`src/hw/rtl/usbc_pkg.sv`:
```
package usbc_pkg;

  localparam int BULK_MAX_PACKET    = 512;
  localparam int CONTROL_MAX_PACKET = 64;

  localparam logic [15:0] BULK_MPS = 16'(BULK_MAX_PACKET);
  localparam logic [7:0]  CTRL_MPS = 8'(CONTROL_MAX_PACKET);

  localparam logic [7:0] REQ_GET_STATUS        = 8'd0;
  localparam logic [7:0] REQ_CLEAR_FEATURE     = 8'd1;
  localparam logic [7:0] REQ_SET_ADDRESS       = 8'd5;
  localparam logic [7:0] REQ_GET_DESCRIPTOR    = 8'd6;
  localparam logic [7:0] REQ_SET_CONFIGURATION = 8'd9;

  localparam logic [7:0] DT_DEVICE    = 8'd1;
  localparam logic [7:0] DT_CONFIG    = 8'd2;
  localparam logic [7:0] DT_STRING    = 8'd3;
  localparam logic [7:0] DT_INTERFACE = 8'd4;
  localparam logic [7:0] DT_ENDPOINT  = 8'd5;

  localparam logic [7:0] STR_LANG = 8'h00;
  localparam logic [7:0] STR_MFR  = 8'h40;
  localparam logic [7:0] STR_PROD = 8'h41;
  localparam logic [7:0] STR_SER  = 8'h42;
  localparam logic [7:0] STR_IFC  = 8'h43;

  localparam int CFG_IDX_W = 2;
  localparam logic [CFG_IDX_W-1:0] CFG_VENDOR_ID      = 2'd0;
  localparam logic [CFG_IDX_W-1:0] CFG_PRODUCT_ID     = 2'd1;
  localparam logic [CFG_IDX_W-1:0] CFG_DEVICE_RELEASE = 2'd2;

  typedef enum logic [3:0] {
    SRC_NONE,
    SRC_DEVICE,
    SRC_CFG_SHORT,
    SRC_CFG_FULL,
    SRC_LANG,
    SRC_MFR,
    SRC_PROD,
    SRC_SER,
    SRC_IFC,
    SRC_FALLBACK,
    SRC_IFACE,
    SRC_EP_IN,
    SRC_EP_OUT,
    SRC_STATUS
  } usbc_src_t;

  typedef struct packed {
    logic        func;
    logic        setup_ready;
    logic [7:0]  request_code;
    logic [15:0] request_value;
    logic [15:0] request_index;
    logic [15:0] request_length;
    logic        ep1_halted;
    logic        out_buffer_full;
    logic        in_transfer_ready;
  } usbc_req_t;

  typedef struct packed {
    logic        kind;
    logic [7:0]  data_byte;
    logic        last;
    logic        serviced;
    logic        in_packet_ready;
    logic        data_end;
    logic        address_valid;
    logic [6:0]  device_address;
    logic        configure_ep1;
    logic        clear_halt_ep1;
    logic [15:0] configuration_value;
  } usbc_resp_t;

  typedef struct packed {
    logic [15:0] vendor_id;
    logic [15:0] product_id;
    logic [15:0] device_release;
  } usbc_ids_t;

  typedef struct packed {
    usbc_src_t   src;
    logic        status_bit;
    logic        serviced;
    logic        pkt;
    logic        dend;
    logic        addr_v;
    logic [6:0]  addr;
    logic        cfg_ep;
    logic        clr;
    logic [15:0] config_val;
  } usbc_cmd_t;

endpackage

```
`src/hw/rtl/usb_control_request_responder.sv`:
```
// Endpoint-zero control request responder. Each input beat (bus reset or
// endpoint-zero event with a decoded setup packet) yields zero to 32
// descriptor/status data beats followed by exactly one handshake beat
// (kind=1, last=1) carrying the control flags; configuration_value on every
// beat is the configuration after that request. A request is classified
// combinationally and queued (two deep); the back end emits one beat per
// cycle while not stalled, with an idle state between requests. The
// vendor, product and release registers must be written only while idle.
module usb_control_request_responder (
  input  logic                            clk,
  input  logic                            rst_n,
  input  logic                            in_valid,
  output logic                            in_stall,
  input  usbc_pkg::usbc_req_t             in_data,
  output logic                            out_valid,
  input  logic                            out_stall,
  output usbc_pkg::usbc_resp_t            out_data,
  input  logic                            cfg_we,
  input  logic [usbc_pkg::CFG_IDX_W-1:0]  cfg_index,
  input  logic [15:0]                     cfg_wdata
);
  import usbc_pkg::*;

  usbc_ids_t ids_r;
  logic      q_full, q_push, q_pop, q_valid;
  usbc_cmd_t push_cmd, head_cmd;

  always_ff @(posedge clk) begin
    if (!rst_n) begin
      ids_r.vendor_id      <= 16'hf055;
      ids_r.product_id     <= 16'h1337;
      ids_r.device_release <= 16'h0100;
    end else if (cfg_we) begin
      unique case (cfg_index)
        CFG_VENDOR_ID:      ids_r.vendor_id      <= cfg_wdata;
        CFG_PRODUCT_ID:     ids_r.product_id     <= cfg_wdata;
        CFG_DEVICE_RELEASE: ids_r.device_release <= cfg_wdata;
        default:            ids_r                <= ids_r;
      endcase
    end
  end

  usbc_front u_front (
    .clk      (clk),
    .rst_n    (rst_n),
    .in_valid (in_valid),
    .in_data  (in_data),
    .in_stall (in_stall),
    .q_full   (q_full),
    .q_push   (q_push),
    .q_cmd    (push_cmd)
  );

  usbc_queue u_queue (
    .clk       (clk),
    .rst_n     (rst_n),
    .push      (q_push),
    .push_cmd  (push_cmd),
    .full      (q_full),
    .pop       (q_pop),
    .not_empty (q_valid),
    .head      (head_cmd)
  );

  usbc_back u_back (
    .clk       (clk),
    .rst_n     (rst_n),
    .ids       (ids_r),
    .q_valid   (q_valid),
    .q_cmd     (head_cmd),
    .q_pop     (q_pop),
    .out_valid (out_valid),
    .out_stall (out_stall),
    .out_data  (out_data)
  );

endmodule

```
`src/hw/rtl/usbc_front.sv`:
```
module usbc_front (
  input  logic               clk,
  input  logic               rst_n,
  input  logic               in_valid,
  input  usbc_pkg::usbc_req_t in_data,
  output logic               in_stall,
  input  logic               q_full,
  output logic               q_push,
  output usbc_pkg::usbc_cmd_t q_cmd
);
  import usbc_pkg::*;

  logic        awaiting_r, awaiting_nxt;
  logic [15:0] config_r, config_nxt;
  usbc_cmd_t   cmd;
  logic [7:0]  dtype, dindex;
  logic        status_bit;

  assign in_stall = q_full;
  assign q_push   = in_valid && !q_full;
  assign dtype    = in_data.request_value[15:8];
  assign dindex   = in_data.request_value[7:0];

  always_comb begin
    status_bit = 1'b0;
    if (in_data.request_index == 16'd1) begin
      if (in_data.request_value == 16'd0) begin
        status_bit = in_data.ep1_halted;
      end else if (in_data.request_value == 16'd1) begin
        status_bit = in_data.out_buffer_full;
      end
    end else if (in_data.request_index == 16'd2 && in_data.request_value == 16'd2) begin
      status_bit = in_data.in_transfer_ready;
    end
  end

  always_comb begin
    awaiting_nxt = awaiting_r;
    config_nxt   = config_r;
    cmd          = '0;
    cmd.src      = SRC_NONE;
    priority if (in_data.func) begin
      awaiting_nxt = 1'b0;
    end else if (awaiting_r) begin
      awaiting_nxt = 1'b0;
    end else if (in_data.setup_ready) begin
      unique case (in_data.request_code)
        REQ_GET_DESCRIPTOR: begin
          cmd.serviced = 1'b1;
          cmd.pkt      = 1'b1;
          cmd.dend     = 1'b1;
          awaiting_nxt = 1'b1;
          unique case (dtype)
            DT_DEVICE:    cmd.src = SRC_DEVICE;
            DT_CONFIG:    cmd.src = (in_data.request_length > 16'd9) ? SRC_CFG_FULL
                                                                      : SRC_CFG_SHORT;
            DT_STRING: begin
              unique case (dindex)
                STR_LANG: cmd.src = SRC_LANG;
                STR_MFR:  cmd.src = SRC_MFR;
                STR_PROD: cmd.src = SRC_PROD;
                STR_SER:  cmd.src = SRC_SER;
                STR_IFC:  cmd.src = SRC_IFC;
                default:  cmd.src = SRC_FALLBACK;
              endcase
            end
            DT_INTERFACE: cmd.src = SRC_IFACE;
            DT_ENDPOINT:  cmd.src = (dindex == 8'd0) ? SRC_EP_IN : SRC_EP_OUT;
            default:      cmd.src = SRC_NONE;
          endcase
        end
        REQ_SET_ADDRESS: begin
          cmd.serviced = 1'b1;
          cmd.dend     = 1'b1;
          cmd.addr_v   = 1'b1;
          cmd.addr     = in_data.request_value[6:0];
          awaiting_nxt = 1'b1;
        end
        REQ_SET_CONFIGURATION: begin
          cmd.serviced = 1'b1;
          cmd.dend     = 1'b1;
          cmd.cfg_ep   = 1'b1;
          config_nxt   = in_data.request_value;
          awaiting_nxt = 1'b1;
        end
        REQ_GET_STATUS: begin
          cmd.serviced   = 1'b1;
          cmd.pkt        = 1'b1;
          cmd.dend       = 1'b1;
          cmd.src        = SRC_STATUS;
          cmd.status_bit = status_bit;
          awaiting_nxt   = 1'b1;
        end
        REQ_CLEAR_FEATURE: begin
          cmd.serviced = 1'b1;
          cmd.dend     = 1'b1;
          cmd.clr      = (in_data.request_index == 16'd1) && (in_data.request_value == 16'd0);
          awaiting_nxt = 1'b0;
        end
        default: begin
          awaiting_nxt = 1'b0;
        end
      endcase
    end
    cmd.config_val = config_nxt;
  end

  assign q_cmd = cmd;

  always_ff @(posedge clk) begin
    if (!rst_n) begin
      awaiting_r <= 1'b0;
      config_r   <= '0;
    end else if (q_push) begin
      awaiting_r <= awaiting_nxt;
      config_r   <= config_nxt;
    end
  end

endmodule

```
`src/hw/rtl/usbc_queue.sv`:
```
module usbc_queue (
  input  logic                clk,
  input  logic                rst_n,
  input  logic                push,
  input  usbc_pkg::usbc_cmd_t push_cmd,
  output logic                full,
  input  logic                pop,
  output logic                not_empty,
  output usbc_pkg::usbc_cmd_t head
);
  import usbc_pkg::*;

  localparam int DEPTH = 2;

  usbc_cmd_t  slot_r [DEPTH];
  logic       wr_ptr_r, rd_ptr_r;
  logic [1:0] count_r;

  assign full      = (count_r == 2'(DEPTH));
  assign not_empty = (count_r != 2'd0);
  assign head      = slot_r[rd_ptr_r];

  always_ff @(posedge clk) begin
    if (push) begin
      slot_r[wr_ptr_r] <= push_cmd;
    end
  end

  always_ff @(posedge clk) begin
    if (!rst_n) begin
      wr_ptr_r <= 1'b0;
      rd_ptr_r <= 1'b0;
      count_r  <= 2'd0;
    end else begin
      if (push) begin
        wr_ptr_r <= ~wr_ptr_r;
      end
      if (pop) begin
        rd_ptr_r <= ~rd_ptr_r;
      end
      unique case ({push, pop})
        2'b10:   count_r <= count_r + 2'd1;
        2'b01:   count_r <= count_r - 2'd1;
        default: count_r <= count_r;
      endcase
    end
  end

endmodule

```
`src/hw/rtl/usbc_back.sv`:
```
module usbc_back (
  input  logic                 clk,
  input  logic                 rst_n,
  input  usbc_pkg::usbc_ids_t  ids,
  input  logic                 q_valid,
  input  usbc_pkg::usbc_cmd_t  q_cmd,
  output logic                 q_pop,
  output logic                 out_valid,
  input  logic                 out_stall,
  output usbc_pkg::usbc_resp_t out_data
);
  import usbc_pkg::*;

  localparam logic [7:0] CFG_ROM   [9] = '{8'h09, 8'h02, 8'h20, 8'h00, 8'h01, 8'h01, 8'h00,
                                           8'hc0, 8'h01};
  localparam logic [7:0] IFACE_ROM [9] = '{8'h09, 8'h04, 8'h00, 8'h00, 8'h02, 8'hff, 8'h00,
                                           8'h00, 8'h43};
  localparam logic [7:0] LANG_ROM  [4] = '{8'h04, 8'h03, 8'h09, 8'h04};
  localparam logic [7:0] MFR_CHARS [8] = '{8'h49, 8'h6e, 8'h66, 8'h65, 8'h72, 8'h6e, 8'h6f,
                                           8'h00};
  localparam logic [7:0] PROD_CHARS[8] = '{8'h4e, 8'h61, 8'h6e, 8'h6f, 8'h4e, 8'h6f, 8'h74,
                                           8'h65};
  localparam logic [7:0] SER_CHARS [8] = '{8'h31, 8'h32, 8'h33, 8'h34, 8'h00, 8'h00, 8'h00,
                                           8'h00};
  localparam logic [7:0] IFC_CHARS [8] = '{8'h43, 8'h75, 8'h73, 8'h74, 8'h6f, 8'h6d, 8'h00,
                                           8'h00};

  typedef enum logic {ST_IDLE, ST_RUN} state_t;

  function automatic logic [5:0] src_len(usbc_src_t s);
    logic [5:0] n;
    unique case (s)
      SRC_DEVICE:    n = 6'd18;
      SRC_CFG_SHORT: n = 6'd9;
      SRC_CFG_FULL:  n = 6'd32;
      SRC_LANG:      n = 6'd4;
      SRC_MFR:       n = 6'd16;
      SRC_PROD:      n = 6'd18;
      SRC_SER:       n = 6'd10;
      SRC_IFC:       n = 6'd14;
      SRC_FALLBACK:  n = 6'd2;
      SRC_IFACE:     n = 6'd9;
      SRC_EP_IN:     n = 6'd7;
      SRC_EP_OUT:    n = 6'd7;
      SRC_STATUS:    n = 6'd2;
      default:       n = 6'd0;
    endcase
    return n;
  endfunction

  function automatic logic [7:0] ep_byte(logic in_dir, logic [2:0] i);
    logic [7:0] b;
    unique case (i)
      3'd0:    b = 8'h07;
      3'd1:    b = 8'h05;
      3'd2:    b = in_dir ? 8'h81 : 8'h01;
      3'd3:    b = 8'h02;
      3'd4:    b = BULK_MPS[7:0];
      3'd5:    b = BULK_MPS[15:8];
      default: b = 8'h00;
    endcase
    return b;
  endfunction

  function automatic logic [7:0] str_byte(logic [7:0] chr, logic [4:0] i, logic [7:0] len);
    logic [7:0] b;
    priority if (i == 5'd0) begin
      b = len;
    end else if (i == 5'd1) begin
      b = 8'h03;
    end else if (i[0]) begin
      b = 8'h00;
    end else begin
      b = chr;
    end
    return b;
  endfunction

  function automatic logic [7:0] dev_byte(usbc_ids_t d, logic [4:0] i);
    logic [7:0] b;
    unique case (i)
      5'd0:    b = 8'h12;
      5'd1:    b = 8'h01;
      5'd3:    b = 8'h02;
      5'd4:    b = 8'hff;
      5'd7:    b = CTRL_MPS;
      5'd8:    b = d.vendor_id[7:0];
      5'd9:    b = d.vendor_id[15:8];
      5'd10:   b = d.product_id[7:0];
      5'd11:   b = d.product_id[15:8];
      5'd12:   b = d.device_release[7:0];
      5'd13:   b = d.device_release[15:8];
      5'd14:   b = 8'h40;
      5'd15:   b = 8'h41;
      5'd16:   b = 8'h42;
      5'd17:   b = 8'h01;
      default: b = 8'h00;
    endcase
    return b;
  endfunction

  state_t     state_r;
  usbc_cmd_t  cmd_r;
  logic [5:0] idx_r;
  logic       out_valid_r;
  usbc_resp_t out_data_r;

  logic [4:0] bi;
  logic [2:0] ci;
  logic [5:0] cur_len;
  logic       more;
  logic       load;
  logic [7:0] byte_val;
  usbc_resp_t item;

  assign bi      = idx_r[4:0];
  assign ci      = 3'(bi[4:1] - 4'd1);
  assign cur_len = src_len(cmd_r.src);
  assign more    = idx_r < cur_len;
  assign load    = !out_valid_r || !out_stall;
  assign q_pop   = (state_r == ST_IDLE) && q_valid;

  always_comb begin
    unique case (cmd_r.src)
      SRC_DEVICE:    byte_val = dev_byte(ids, bi);
      SRC_CFG_SHORT: byte_val = CFG_ROM[bi[3:0]];
      SRC_CFG_FULL: begin
        priority if (bi < 5'd9) begin
          byte_val = CFG_ROM[bi[3:0]];
        end else if (bi < 5'd18) begin
          byte_val = IFACE_ROM[4'(bi - 5'd9)];
        end else if (bi < 5'd25) begin
          byte_val = ep_byte(1'b1, 3'(bi - 5'd18));
        end else begin
          byte_val = ep_byte(1'b0, 3'(bi - 5'd25));
        end
      end
      SRC_LANG:      byte_val = LANG_ROM[bi[1:0]];
      SRC_MFR:       byte_val = str_byte(MFR_CHARS[ci], bi, 8'd16);
      SRC_PROD:      byte_val = str_byte(PROD_CHARS[ci], bi, 8'd18);
      SRC_SER:       byte_val = str_byte(SER_CHARS[ci], bi, 8'd10);
      SRC_IFC:       byte_val = str_byte(IFC_CHARS[ci], bi, 8'd14);
      SRC_FALLBACK:  byte_val = bi[0] ? 8'h03 : 8'h02;
      SRC_IFACE:     byte_val = IFACE_ROM[bi[3:0]];
      SRC_EP_IN:     byte_val = ep_byte(1'b1, bi[2:0]);
      SRC_EP_OUT:    byte_val = ep_byte(1'b0, bi[2:0]);
      SRC_STATUS:    byte_val = bi[0] ? 8'h00 : {7'd0, cmd_r.status_bit};
      default:       byte_val = 8'h00;
    endcase
  end

  always_comb begin
    item                     = '0;
    item.configuration_value = cmd_r.config_val;
    if (more) begin
      item.data_byte = byte_val;
    end else begin
      item.kind            = 1'b1;
      item.last            = 1'b1;
      item.serviced        = cmd_r.serviced;
      item.in_packet_ready = cmd_r.pkt;
      item.data_end        = cmd_r.dend;
      item.address_valid   = cmd_r.addr_v;
      item.device_address  = cmd_r.addr;
      item.configure_ep1   = cmd_r.cfg_ep;
      item.clear_halt_ep1  = cmd_r.clr;
    end
  end

  always_ff @(posedge clk) begin
    if (!rst_n) begin
      state_r     <= ST_IDLE;
      out_valid_r <= 1'b0;
      cmd_r       <= '0;
      idx_r       <= 6'd0;
    end else begin
      if (state_r == ST_IDLE && out_valid_r && !out_stall) begin
        out_valid_r <= 1'b0;
      end
      unique case (state_r)
        ST_IDLE: begin
          if (q_valid) begin
            cmd_r   <= q_cmd;
            idx_r   <= 6'd0;
            state_r <= ST_RUN;
          end
        end
        ST_RUN: begin
          if (load) begin
            out_valid_r <= 1'b1;
            out_data_r  <= item;
            if (more) begin
              idx_r <= idx_r + 6'd1;
            end else begin
              state_r <= ST_IDLE;
            end
          end
        end
        default: state_r <= ST_IDLE;
      endcase
    end
  end

  assign out_valid = out_valid_r;
  assign out_data  = out_data_r;

endmodule

```
`config.mk`:
```
export PLATFORM = sky130hd
export DESIGN_NAME = usb_control_request_responder
export DESIGN_NICKNAME = d
export VERILOG_FILES = /design/src/hw/rtl/usbc_pkg.sv /design/src/hw/rtl/usb_control_request_responder.sv /design/src/hw/rtl/usbc_front.sv /design/src/hw/rtl/usbc_queue.sv /design/src/hw/rtl/usbc_back.sv
export SDC_FILE = /design/constraint.sdc
export NUM_CORES = 1
export LEC_CHECK = 0
export BUFFER_PORTS_ARGS = -buffer_cell sky130_fd_sc_hd__buf_2
export CAP_MARGIN = 20
export CORE_UTILIZATION = 50
export CTS_BUF_LIST = sky130_fd_sc_hd__clkbuf_4 sky130_fd_sc_hd__clkbuf_8
export CTS_CLUSTER_SIZE = 12
export DETAILED_ROUTE_END_ITERATION = 8
export PLACE_DENSITY = 0.8
export SETUP_SLACK_MARGIN = 0.15
export SLEW_MARGIN = 20
export SYNTH_ARGS = -nofsm -noshare
export SYNTH_HDL_FRONTEND = slang
export SYNTH_SLANG_ARGS = --single-unit
```
`constraint.sdc`:
```
create_clock -name clk -period 6.2 [get_ports clk]
set_input_delay 0.62 -clock clk [delete_from_list [all_inputs] [get_ports clk]]
set_output_delay 0.62 -clock clk [all_outputs]
set_load 0.02 [all_outputs]
```
==> impl_metrics.toml <==
[timing]
hold_viol = 0
slew_viol_final = 0
rsz0062_at_grt = "false"
worst_pin_slew_ns = 1.08
fin_crit_sh = 0.617
max_slew_margin = 0.280
fin_crit_ns = 3.82
whs_ns = 0.332
setup_viol = 0
tns_ns = 0
fmax_mhz = 262
finClkSkew_ns = 0.0208

[critical_path]
required_ns = 6.42
critPathMostFrequentCell = "ha_1"
r2r-start = "u_back.idx_r[1]"
slowest_stage = "dfxtp_1"
crit_start = "u_back.idx_r[1]"
cp.depth = 9
crit_family = "adder cells"
rr_worst_depth = 9
cp_max_fo = 14
cpPeakStageDelay_ns = 0.74
crit_path_start_kind = "flop"
path_buf_inv = 1
arrival_ns = 4.04
path_cells = "inv_1 -> ha_1 -> ha_1 -> mux2i_1 -> nor2_1 -> o21ai_0 -> a31oi_1 -> a2111oi_0 -> a41oi_1"
end_kind = "flop"
critPathKind = "flop to flop"

[clock_tree]
htreeDepth = 2
clk_latency_ns = 0.53
cts_resized = 0
cts_setup_buffers = 0
path_clk_slew_ns = 0.06
cts_tree = "done"
cts-root-buf = "clkbuf_8"
postCtsHoldBufs = 0
cts_buffer_depth = 3
numCtsBuffers = 36
clock_sinks = 213

[yosys]
synth_fa_ha_area_frac = 0.0339
synth_ff_type = "dfxtp_1"
synth_edf_count = 103
synthesis.area_um2 = 10600
synth_top_family_by_area = "simple AND/OR/NAND/NOR gates"
synthMuxAreaShare = 0.0479
async_reset_ff_frac = 0
synth-simple-area-share = 0.205
postSynthCellCount = 1099
yosysWarnings = 0
yosysSeqAreaShare = 0.498
yosys_register_bits = 213
synth_xor_area_frac = 0.00494
synth.distinct_cells = 79
synth_compound_area_frac = 0.170
syn-num-nets = 1211
avgSynthCellArea_um2 = 9.67

[global_route]
gr-usage-all-layers = 0.238
grt_max_degree = 110
grt_antenna_before_repair = 0
grt_pass1_vias = 8002
grt_pass1_wl_um = 41000
overflow = 0

[pwr]
p_switching_mw = 1.58
irDropWorstVdd_mv = 0.203
p_total_mw = 4.60
power_leakage_nw = 4.95
switching_share = 0.344
p_int_mw = 3.02
pwr-share-comb = 0.299
p_clk_frac = 0.291
powerDensity_nw_per_um2 = 380
power_frac_seq = 0.410

[floorplanning]
core_area_um2 = 20600
start_util = 0.517
die_area_um2 = 21800
die_h_um = 148
io_pins = 125
die_w_um = 148
fp-row-count = 52

[route]
wl_per_cell_um = 17.4
viasPerCell = 5.75
postRouteAntennaNets = 0
drt_iter0_drc = 689
dr_total_vias = 8576
route.detailed.drc = 0
wl_um = 25900
dr.pass1.iters = 5

[job]
cap_violations = 0

[cells_and_area]
fin_nets = 1306
diodes = 0
layout_common_cells = "nand2_1, buf_2, dfxtp_1"
final_core_util = 0.588
mostFrequentLayoutCell = "nand2_1"
drive_above_1_share = 0.202
syn2layout_area_growth_pct = 13.8

[worst_hold_path]
hp-class = "input pin to flop"
min-delay-start = "cfg_wdata[1]"
holdPathStages = 3

[place]
dp_hpwl_um = 17400
globalplace.congestion = 0.969
portBuffers = 123

[status]
status = "completed"
-- power by group through the flow --
stage / logic [mW] / registers (mW) / clock network (mW)
finish: 1.38 / 1.89 / 1.34
global route: 1.51 / 1.91 / 1.42
CTS: 1.36 / 1.88 / 1.36
detailed placement: 1.35 / 1.91 / 0
global placement: 1.33 / 1.90 / 0
floorplan: 1.01 / 1.86 / 0
-- tightest hold or removal path, delay by kind of cell --
family | cells | cell delay, ns
buf+inv | 1 | 0.10
simple gates | 2 | 0.12
-- final cells by class --
cell class | instances | area (um2)
Fill cell | 1764 | 8460
Sequential cell | 213 | 5300
Multi-Input combinational cell | 791 | 4920
Timing Repair Buffer | 131 | 676
Clock buffer | 55 | 669
Tap cell | 270 | 338
Clock inverter | 11 | 119
Inverter | 21 | 80.1
-- sequential cells by signal, summed over array words and instances, names as in the netlist, 2 cells and up --
register          count
u_back.cmd_r         33
u_back.idx_r          6
u_front.config_r     16
ids_r                48
u_back.out_data      37
u_queue.slot_r       66
u_queue.count_r       2
-- cells in the mapped netlist (4+ instances only) --
cell type  instances  area share
edfxtp_1         103        0.29
nand2_2           13      0.0077
inv_1             19      0.0067
mux2_2             7      0.0074
and3_1            14      0.0082
nand3_1           25       0.012
o21a_1             4      0.0028
o31ai_1            4      0.0028
dfxtp_1          110        0.21
nand2b_1          12      0.0071
a21boi_0          40       0.028
a31oi_1           17       0.010
ha_1              28       0.033
a211oi_1           4      0.0028
nor4_1            12      0.0071
o22ai_1            4      0.0024
and2_1            27       0.016
xnor2_1            4      0.0033
o21bai_1           4      0.0028
a221oi_1           5      0.0041
o211a_1           32       0.030
nor2_1            50       0.018
nor2b_1           14      0.0082
a21boi_2          10       0.011
a22oi_1            8      0.0056
mux2i_1           43       0.040
o211ai_1           5      0.0035
nand2_1          238       0.084
nand4_1            6      0.0035
nand3b_1           5      0.0035
a21o_1             6      0.0042
nor3_1            19      0.0089
clkbuf_1          51       0.018
or2_2              5      0.0029
a32oi_1            5      0.0041
buf_2             13      0.0061
a21oi_1           42       0.020
o21ai_0           27       0.013
-- routing by layer --
metal	global-route usage	routed length, um
met1	0.328	11500
met2	0.374	11800
met3	0.0438	2020
met4	0.0835	571
met5	0	0
-- cells by family after synthesis --
logic type / after synthesis
AO/OA/AOI/OAI: 245
adder cells (fa/ha/maj): 29
buffers and inverters: 95
flip-flops: 213
AND/OR/NAND/NOR: 461
XOR/XNOR: 6
multiplexers: 50
-- final timing paths --
path	end	slack, ns
max reg2reg	u_back.out_data[31]	2.38
min	ids_r[17]	0.33
min reg2reg	u_back.out_data[14]	0.44
max	u_back.out_data[31]	2.38
-- metrics by stage --
| step | setup slack (ns) | area (um2) | cells |
|---|---|---|---|
| after floorplan | 3.11 | 10600 | 1099 |
| after global placement | 2.45 | 11300 | 1426 |
| after detailed placement | 2.50 | 11300 | 1426 |
| after CTS | 2.47 | 12100 | 1492 |
| after global routing | 2.19 | 12100 | 1492 |
| final | 2.38 | 12100 | 1492 |
Note: power is estimated with default switching activity, not from simulation.
